`config.mk`:
```
export PLATFORM = sky130hd
export DESIGN_NAME = ils_ctrl
export DESIGN_NICKNAME = d
export VERILOG_FILES = /design/src/rtl/ils_pkg.sv /design/src/rtl/ils_ctrl.sv
export SDC_FILE = /design/constraint.sdc
export NUM_CORES = 1
export LEC_CHECK = 0
export BUFFER_PORTS_ARGS = -buffer_cell sky130_fd_sc_hd__buf_4
export CAP_MARGIN = 20
export CORE_MARGIN = 5
export CORE_UTILIZATION = 41
export CTS_CLUSTER_DIAMETER = 30
export DETAILED_ROUTE_END_ITERATION = 16
export GPL_TIMING_DRIVEN = 0
export PLACE_DENSITY = 0.81
export SYNTH_ARGS = -nofsm -noshare
export SYNTH_HDL_FRONTEND = slang
export SYNTH_SLANG_ARGS = --single-unit
```
`constraint.sdc`:
```
create_clock -name clk -period 1.4 [get_ports clk]
set_input_delay 0.28 -clock clk [delete_from_list [all_inputs] [get_ports clk]]
set_output_delay 0.28 -clock clk [all_outputs]
set_load 0.005 [all_outputs]
```
`src/rtl/ils_pkg.sv`:
```
// ils_pkg: shared types and constants for the indexed list store.
// Used by ils_ctrl, ils_dpath and indexed_list_store_core; no dependencies.
package ils_pkg;

  // Default list capacity in entries
  localparam int unsigned CAPACITY_DEF = 1024;

  // Fixed field widths of the command and result words
  localparam int unsigned CMD_W     = 4;
  localparam int unsigned POS_W     = 11;
  localparam int unsigned VAL_W     = 32;
  localparam int unsigned STAT_W    = 2;
  localparam int unsigned CNT_OUT_W = 11;

  // Command codes
  typedef enum logic [CMD_W-1:0] {
    OP_PUSH_FRONT = 4'd0,
    OP_PUSH_BACK  = 4'd1,
    OP_INSERT     = 4'd2,
    OP_POP_FRONT  = 4'd3,
    OP_POP_BACK   = 4'd4,
    OP_REMOVE     = 4'd5,
    OP_READ       = 4'd6,
    OP_WRITE      = 4'd7,
    OP_CLEAR      = 4'd8
  } ils_op_t;

  // Result status codes
  typedef enum logic [STAT_W-1:0] {
    ST_DONE = 2'd0,
    ST_BAD  = 2'd1,
    ST_FULL = 2'd2
  } ils_status_t;

  // Source of the working position latched with a command
  typedef enum logic [1:0] {
    POS_IN,
    POS_ZERO,
    POS_COUNT
  } ils_pos_sel_t;

  // Controller states
  typedef enum logic [3:0] {
    S_IDLE,
    S_SETUP_OPEN,
    S_MOVE_OPEN,
    S_FILL,
    S_SETUP_CLOSE,
    S_MOVE_CLOSE,
    S_READ,
    S_WRITE,
    S_RESP
  } ils_state_t;

  // Commands from controller to datapath
  typedef struct packed {
    logic         ld;          // latch the incoming word
    ils_pos_sel_t pos_sel;     // working position source on ld
    ils_status_t  st;          // status to report, on ld
    logic         rd_ok;       // result carries read data, on ld
    logic         cnt_inc;
    logic         cnt_dec;
    logic         cnt_clr;
    logic         setup_open;  // prepare a shift toward the back
    logic         setup_close; // prepare a shift toward the front
    logic         mv_step;     // one step of the shift engine
    logic         mv_open;     // shift direction: toward the back
    logic         wr_val;      // write latched value at working position
    logic         rd_pos;      // read entry at working position
    logic         out_load;    // load the result register
  } ils_ctl_t;

  // Status from datapath to controller
  typedef struct packed {
    logic empty;
    logic full;
    logic pos_le_cnt;  // incoming position <= count
    logic pos_lt_cnt;  // incoming position <  count
    logic more;        // shift moves remain
    logic out_free;    // result register can take a word
  } ils_stat_t;

endpackage

```
`src/rtl/ils_ctrl.sv`:
```
// ils_ctrl: command sequencer for the indexed list store.
// Depends on ils_pkg for state, command and status types.
module ils_ctrl (
  input  logic                     clk,
  input  logic                     rst_n,
  input  logic                     in_valid,
  input  logic [ils_pkg::CMD_W-1:0] in_cmd,
  output logic                     in_stall,
  input  ils_pkg::ils_stat_t       stat,
  output ils_pkg::ils_ctl_t        ctl
);

  ils_pkg::ils_state_t state_r, state_nxt;

  // State register
  always_ff @(posedge clk) begin
    if (!rst_n) begin
      state_r <= ils_pkg::S_IDLE;
    end else begin
      state_r <= state_nxt;
    end
  end

  // Accept only when idle
  assign in_stall = (state_r != ils_pkg::S_IDLE);

  // Next state and datapath commands
  always_comb begin
    state_nxt = state_r;
    ctl       = '0;
    ctl.pos_sel = ils_pkg::POS_IN;
    ctl.st      = ils_pkg::ST_DONE;
    unique case (state_r)
      ils_pkg::S_IDLE: begin
        if (in_valid) begin
          ctl.ld    = 1'b1;
          state_nxt = ils_pkg::S_RESP;
          unique case (ils_pkg::ils_op_t'(in_cmd))
            ils_pkg::OP_PUSH_FRONT: begin
              if (stat.full) begin
                ctl.st = ils_pkg::ST_FULL;
              end else begin
                ctl.pos_sel = ils_pkg::POS_ZERO;
                state_nxt   = ils_pkg::S_SETUP_OPEN;
              end
            end
            ils_pkg::OP_PUSH_BACK: begin
              if (stat.full) begin
                ctl.st = ils_pkg::ST_FULL;
              end else begin
                ctl.pos_sel = ils_pkg::POS_COUNT;
                state_nxt   = ils_pkg::S_SETUP_OPEN;
              end
            end
            ils_pkg::OP_INSERT: begin
              if (!stat.pos_le_cnt) begin
                ctl.st = ils_pkg::ST_BAD;
              end else if (stat.full) begin
                ctl.st = ils_pkg::ST_FULL;
              end else begin
                state_nxt = ils_pkg::S_SETUP_OPEN;
              end
            end
            ils_pkg::OP_POP_FRONT: begin
              if (stat.empty) begin
                ctl.st = ils_pkg::ST_BAD;
              end else begin
                ctl.pos_sel = ils_pkg::POS_ZERO;
                state_nxt   = ils_pkg::S_SETUP_CLOSE;
              end
            end
            ils_pkg::OP_POP_BACK: begin
              if (stat.empty) begin
                ctl.st = ils_pkg::ST_BAD;
              end else begin
                ctl.cnt_dec = 1'b1;
              end
            end
            ils_pkg::OP_REMOVE: begin
              if (!stat.pos_lt_cnt) begin
                ctl.st = ils_pkg::ST_BAD;
              end else begin
                state_nxt = ils_pkg::S_SETUP_CLOSE;
              end
            end
            ils_pkg::OP_READ: begin
              if (!stat.pos_lt_cnt) begin
                ctl.st = ils_pkg::ST_BAD;
              end else begin
                ctl.rd_ok = 1'b1;
                state_nxt = ils_pkg::S_READ;
              end
            end
            ils_pkg::OP_WRITE: begin
              if (!stat.pos_lt_cnt) begin
                ctl.st = ils_pkg::ST_BAD;
              end else begin
                state_nxt = ils_pkg::S_WRITE;
              end
            end
            ils_pkg::OP_CLEAR: begin
              ctl.cnt_clr = 1'b1;
            end
            default: begin
              ctl.st = ils_pkg::ST_BAD;
            end
          endcase
        end
      end
      ils_pkg::S_SETUP_OPEN: begin
        ctl.setup_open = 1'b1;
        state_nxt      = ils_pkg::S_MOVE_OPEN;
      end
      ils_pkg::S_MOVE_OPEN: begin
        // Shift entries back by one, last move drains here too
        ctl.mv_step = 1'b1;
        ctl.mv_open = 1'b1;
        if (!stat.more) begin
          state_nxt = ils_pkg::S_FILL;
        end
      end
      ils_pkg::S_FILL: begin
        ctl.wr_val  = 1'b1;
        ctl.cnt_inc = 1'b1;
        state_nxt   = ils_pkg::S_RESP;
      end
      ils_pkg::S_SETUP_CLOSE: begin
        ctl.setup_close = 1'b1;
        state_nxt       = ils_pkg::S_MOVE_CLOSE;
      end
      ils_pkg::S_MOVE_CLOSE: begin
        ctl.mv_step = 1'b1;
        if (!stat.more) begin
          ctl.cnt_dec = 1'b1;
          state_nxt   = ils_pkg::S_RESP;
        end
      end
      ils_pkg::S_READ: begin
        ctl.rd_pos = 1'b1;
        state_nxt  = ils_pkg::S_RESP;
      end
      ils_pkg::S_WRITE: begin
        ctl.wr_val = 1'b1;
        state_nxt  = ils_pkg::S_RESP;
      end
      ils_pkg::S_RESP: begin
        // Hold until the result register frees up
        if (stat.out_free) begin
          ctl.out_load = 1'b1;
          state_nxt    = ils_pkg::S_IDLE;
        end
      end
      default: begin
        state_nxt = ils_pkg::S_IDLE;
      end
    endcase
  end

endmodule

```
==> run_results.csv, run 1 <==
group,metric,value,unit
sta,fin_crit_sh,137,%
synth,synth_area_per_cell,7.07,µm²
finish,drive_gt1_share,63.3,%
critical_path,r2r_cells,11,
placement,pre_cts_slack,-0.294,ns
synth,synth_edf_count,0,
critical_path,cp_max_fo,6,
global_routing,grt_start_max_net_pins,11,
clock_tree,clockBufferDepth,2,
routing,antenna_left,0,
critical_path,arrival,1.64,ns
power,leakage,0.613,nW
die,die_h,49.6,µm
die,rows,14,
synth,synth_top_area_share,12.5,%
critical_path,startpoint_type,"register",
routing,vias,1021,
finish,finalNonFillerCells,166,
global_routing,overflow,0,
clock_tree,clockRootBuffer,"clkbuf_4",
power,irDropWorstVdd,404,µV
global_routing,grt_pass1_wl,4.40,mm
min_path,whs_endpoint,"state_r[3]",
sta,rsz0062_at_grt,"true",
sta,whs,0.246,ns
clock_tree,clk_pin_slew,0.04,ns
clock_tree,h-tree-depth,1,
routing,drtPass1Iterations,5,
synth,postSynth.asyncResetShare,0,%
die,ioPinCount,30,
global_routing,grt_pass1_vias,927,
sta,tightest_slew,0.508,ns
die,fp.dieW,49.6,µm
clock_tree,worstSkewPairLatency,0.24,ns
sta,finalMaxSlewViolations,0,
clock_tree,cts_buffers,3,
min_path,hp-class,"primary input to register",
placement,gp_congestion,0.870,
finish,regMostFlops,"state_r",
clock_tree,cts_tree,"built",
sta,slew_headroom,66.1,%
sta,finalHoldViolCount,0,
routing,vias_per_cell,6.15,
finish,utilization,84.5,%
finish,n_fill_cell,87,
synth,synth_top_area_cell,"dfxtp_1",
synth,synth_nets,104,
synth,ys.warnings.count,0,
die,die-area,2460,µm²
min_path,hp-start,"stat[0]",
finish,largest_reg_flops,4,
power,power_density,533,nW/µm²
sta,setup_tns,-7.61,ns
clock_tree,ctsHoldBuffers,0,
sta,skew,0.00560,ns
status,violations,"negative setup slack",
sta,timing.final.ws_setup,-0.518,ns
placement,placed_cell_area,875,µm²
finish,area_growth,95.7,%
placement,portBuffers,28,
routing,avgRoutedWirePerCell,19.0,µm
synth,syn-cell-area,643,µm²
min_path,min_path_cells,2,
finish,finalInstanceArea,1260,µm²
finish,reg_top3,"state_r x4",
synth,synth.distinct_cells,41,
global_routing,groute.usage.overall,22.5,%
critical_path,r2r-end,"state_r[3]",
critical_path,critPathKind,"register to output pin",
die,fp.coreArea,1490,µm²
sta,fmax,0.521,GHz
critical_path,critPathRequiredTime,1.12,ns
clock_tree,cts_num_sinks,4,
power,total_power,0.672,mW
synth,ys_seq_area_share,12.5,%
placement,place_inst,135,
sta,report.final.setup_viol,21,
synth,synthFlopType,"dfxtp_1",
global_routing,antenna_found_initial,0,
finish,n_antenna_cell,0,
placement,dp_hpwl,1.52,mm
critical_path,r2r-start,"state_r[2]",
routing,drtIter0Drc,54,
sta,finalCriticalPeriod,1.92,ns
finish,area.sequential,87.6,µm²
synth,ys_ff_latch,4,
synth,synth_common_cells,"nand2_1 (8), nor2_1 (8), inv_1 (6), a31oi_1 (5), o21ai_0 (5)",
status,status,"complete, but fails checks",
routing,routed_wirelength,3.16,mm
run,cap_violations,0,
routing,drcViolationCount,0,
synth,synth_area_leaders,"dfxtp_1 (12%), a31oi_1 (4.9%), nand2_1 (4.7%)",
critical_path,crit_path_end_kind,"output pin",
synth,synthCells,91,
finish,nets,165,
finish,multiInputGateArea,583,µm²
critical_path,reg2reg_slack,-0.41,ns
die,initial_core_util,43.2,%
worst max-delay path, stage by stage (launching register included):
cell     delay, ns
dfxtp_2       0.32
buf_6         0.12
nor4_4        0.30
nand2_2       0.17
buf_4         0.18
a31oi_1       0.16
buf_4         0.15
what timing repair did:
item,CTS,global route
setup endpoints to repair,17,21
setup buffers,25,5
endpoints found under the hold margin,0,0
pin swaps,14,9
resized for setup,26,16
cell usage in the layout (no fill, tap or decap), types with 2 or more instances in the layout:
cell type / netlist / routed
a21o_1: 2 / 2
a21oi_1: 3 / 2
a31oi_1: 5 / 5
and3_1: 3 / 3
buf_2: 2 / 2
buf_4: 1 / 48
buf_6: 2 / 11
clkbuf_4: 0 / 3
dfxtp_2: 0 / 3
inv_1: 6 / 4
inv_2: 1 / 2
nand2_1: 8 / 6
nand2_4: 0 / 2
nor2_1: 8 / 7
nor2b_1: 4 / 2
nor2b_4: 0 / 2
nor3_1: 4 / 3
nor3_2: 2 / 2
nor3_4: 1 / 2
o211ai_1: 2 / 2
o21ai_0: 5 / 4
o21ai_1: 2 / 2
or2b_1: 2 / 2
routing by layer:
| metal | routed length [µm] | global-route usage [%] | part of all wire (%) |
|---|---|---|---|
| met5 | 0 | 0 | 0 |
| met4 | 91 | 12.7 | 2.9 |
| met3 | 239 | 3.92 | 7.6 |
| met2 | 1630 | 37.1 | 52 |
| met1 | 1200 | 27.1 | 38 |
where the power goes:
| group | switching [mW] | total, mW | internal, mW |
|---|---|---|---|
| sequential | 0.0164 | 0.138 | 0.122 |
| clock | 0.0492 | 0.145 | 0.0960 |
| combinational | 0.196 | 0.388 | 0.193 |
| total | 0.261 | 0.672 | 0.410 |
how the worst max path moves through the flow:
stage	endpoint	start	cells after the start
floorplan	ctl[8]	state_r[3]	3
global placement	ctl[8]	state_r[3]	4
detailed placement	ctl[8]	state_r[3]	4
CTS	ctl[12]	state_r[2]	6
global route	ctl[11]	state_r[2]	6
finish	ctl[11]	state_r[2]	6
area by class of cell:
| cell class | count | area share, % |
|---|---|---|
| sequential | 4 | 6.96 |
| timing repair buffer | 56 | 35.8 |
| tap | 16 | 1.59 |
| buffer | 8 | 5.27 |
| multi-input combinational | 72 | 46.3 |
| inverter | 7 | 2.29 |
| clock buffer | 3 | 1.79 |
kinds of logic (layout without fill, tap and decap cells):
group	Yosys count	count (layout)	synth area share [%]
compound gates	27	27	30.0
xor+xnor	1	1	1.36
buf+inv	15	74	12.1
flops	4	4	12.5
simple gates	44	44	44.2
No activity file was read; power rests on OpenSTA's default activity.
==> inputs of run 2 (changes only) <==
--- a/config.mk
+++ b/config.mk
@@ -5,7 +5,7 @@
 export SDC_FILE = /design/constraint.sdc
 export NUM_CORES = 1
 export LEC_CHECK = 0
-export BUFFER_PORTS_ARGS = -buffer_cell sky130_fd_sc_hd__buf_4
+export BUFFER_PORTS_ARGS = -buffer_cell sky130_fd_sc_hd__buf_2
 export CAP_MARGIN = 20
 export CORE_MARGIN = 5
 export CORE_UTILIZATION = 41
==> run_results.csv, run 2 (same netlist as run 1, synthesis figures left out) <==
group,metric,value,unit
status,status,"complete, but fails checks",
status,violations,"negative setup slack",
die,initial_core_util,43.2,%
die,fp.coreArea,1490,µm²
sta,rsz0062_at_grt,"true",
clock_tree,worstSkewPairLatency,0.25,ns
clock_tree,cts_num_sinks,4,
finish,area_growth,77.0,%
die,ioPinCount,30,
global_routing,groute.usage.overall,19.7,%
sta,fmax,0.510,GHz
routing,routed_wirelength,2.75,mm
routing,vias,909,
die,die-area,2460,µm²
sta,tightest_slew,0.503,ns
routing,avgRoutedWirePerCell,17.6,µm
finish,utilization,76.5,%
finish,drive_gt1_share,60.7,%
clock_tree,ctsHoldBuffers,0,
sta,finalMaxSlewViolations,0,
routing,vias_per_cell,5.83,
clock_tree,clockRootBuffer,"clkbuf_4",
critical_path,r2r-start,"state_r[2]",
die,fp.dieW,49.6,µm
die,rows,14,
sta,fin_crit_sh,140,%
critical_path,startpoint_type,"register",
min_path,min_path_cells,2,
critical_path,cp_max_fo,5,
placement,dp_hpwl,1.51,mm
clock_tree,h-tree-depth,1,
global_routing,grt_pass1_wl,3.95,mm
routing,drtPass1Iterations,4,
power,leakage,0.558,nW
finish,n_antenna_cell,0,
power,irDropWorstVdd,436,µV
power,power_density,605,nW/µm²
placement,gp_congestion,0.914,
critical_path,r2r_cells,10,
critical_path,max_stage_delay,0.33,ns
clock_tree,cts_buffers,3,
critical_path,reg2reg_slack,-0.33,ns
critical_path,crit_path_end_kind,"output pin",
global_routing,overflow,0,
global_routing,antenna_found_initial,0,
sta,finalHoldViolCount,0,
clock_tree,cts_tree,"built",
run,cap_violations,0,
power,total_power,0.689,mW
critical_path,critPathKind,"register to output pin",
routing,antenna_left,0,
placement,placed_cell_area,805,µm²
routing,drtIter0Drc,22,
clock_tree,clockBufferDepth,2,
critical_path,arrival,1.68,ns
critical_path,critPathSlowestCell,"dfxtp_2",
placement,portBuffers,28,
sta,whs,0.265,ns
finish,regMostFlops,"state_r",
critical_path,crit_chain,"buf_6 > nor4_4 > nand2_2 > buf_4 > a31oi_1 > buf_2",
finish,finalInstanceArea,1140,µm²
sta,timing.final.ws_setup,-0.562,ns
finish,largest_reg_flops,4,
finish,reg_top3,"state_r x4",
sta,finalCriticalPeriod,1.96,ns
critical_path,critPathRequiredTime,1.12,ns
sta,setup_tns,-6.14,ns
sta,slew_headroom,66.4,%
finish,mostFrequentLayoutCells,"buf_2 (29), buf_4 (14), nor2_1 (7)",
finish,nets,155,
clock_tree,clk_pin_slew,0.04,ns
min_path,whs_endpoint,"state_r[3]",
die,die_h,49.6,µm
routing,drcViolationCount,0,
min_path,hp-class,"primary input to register",
global_routing,grt_start_max_net_pins,11,
sta,skew,0.00430,ns
min_path,hp-start,"stat[0]",
finish,layout_commonest_cell,"buf_2",
critical_path,r2r-end,"state_r[3]",
sta,report.final.setup_viol,21,
global_routing,grt_pass1_vias,856,
[run 2: report_power, final]
part	internal [mW]	switching [mW]	leakage (nW)
clock network	0.0968	0.0599	0.0138
registers	0.122	0.0169	0.0349
logic	0.197	0.197	0.509
[run 2: repair_timing]
item	in CTS	in global routing
pin swaps	14	13
setup buffers	15	6
setup endpoints to repair	18	21
resized for setup	17	26
[run 2: layer usage]
| metal | vias up | global-route usage (%) | share of wire (%) |
|---|---|---|---|
| met1 | 419 | 23.9 | 39 |
| met5 | - | 0 | 0 |
| met2 | 52 | 34.5 | 51 |
| met3 | 9 | 2.41 | 7.9 |
| met4 | 0 | 7.42 | 2.5 |
| li1 | 429 | - | - |
[run 2: how the worst max path moves through the flow]
stage          startpoint       to  slack (ns)
6_report       state_r[2]  ctl[11]       -0.56
5_1_grt        state_r[2]  ctl[11]       -0.63
4_1_cts        state_r[2]  ctl[12]       -0.49
3_5_place_dp   state_r[3]   ctl[8]       -0.27
3_3_place_gp   state_r[3]   ctl[8]       -0.27
2_1_floorplan  state_r[3]   ctl[8]       -0.02
[run 2: layout make-up]
cell class | count | area (µm²)
inverter | 7 | 28.8
tap | 16 | 20.0
timing repair buffer | 46 | 305
sequential | 4 | 90.1
multi-input combinational | 72 | 597
fill | 101 | 350
clock buffer | 3 | 22.5
buffer | 8 | 75.1
[run 2: worst max-delay path: cells and delay by family (launching register included)]
kind | cells | cell delay, ns
AND/OR/NAND/NOR | 2 | 0.42
AO/OA/AOI/OAI | 1 | 0.21
flip-flops | 1 | 0.33
buffers and inverters | 3 | 0.47
[run 2: through the flow]
step	cells	setup WS [ns]
after floorplan	91	-0.0216
after global placement	135	-0.272
after detailed placement	135	-0.268
after CTS	153	-0.485
after global routing	156	-0.630
final	156	-0.562
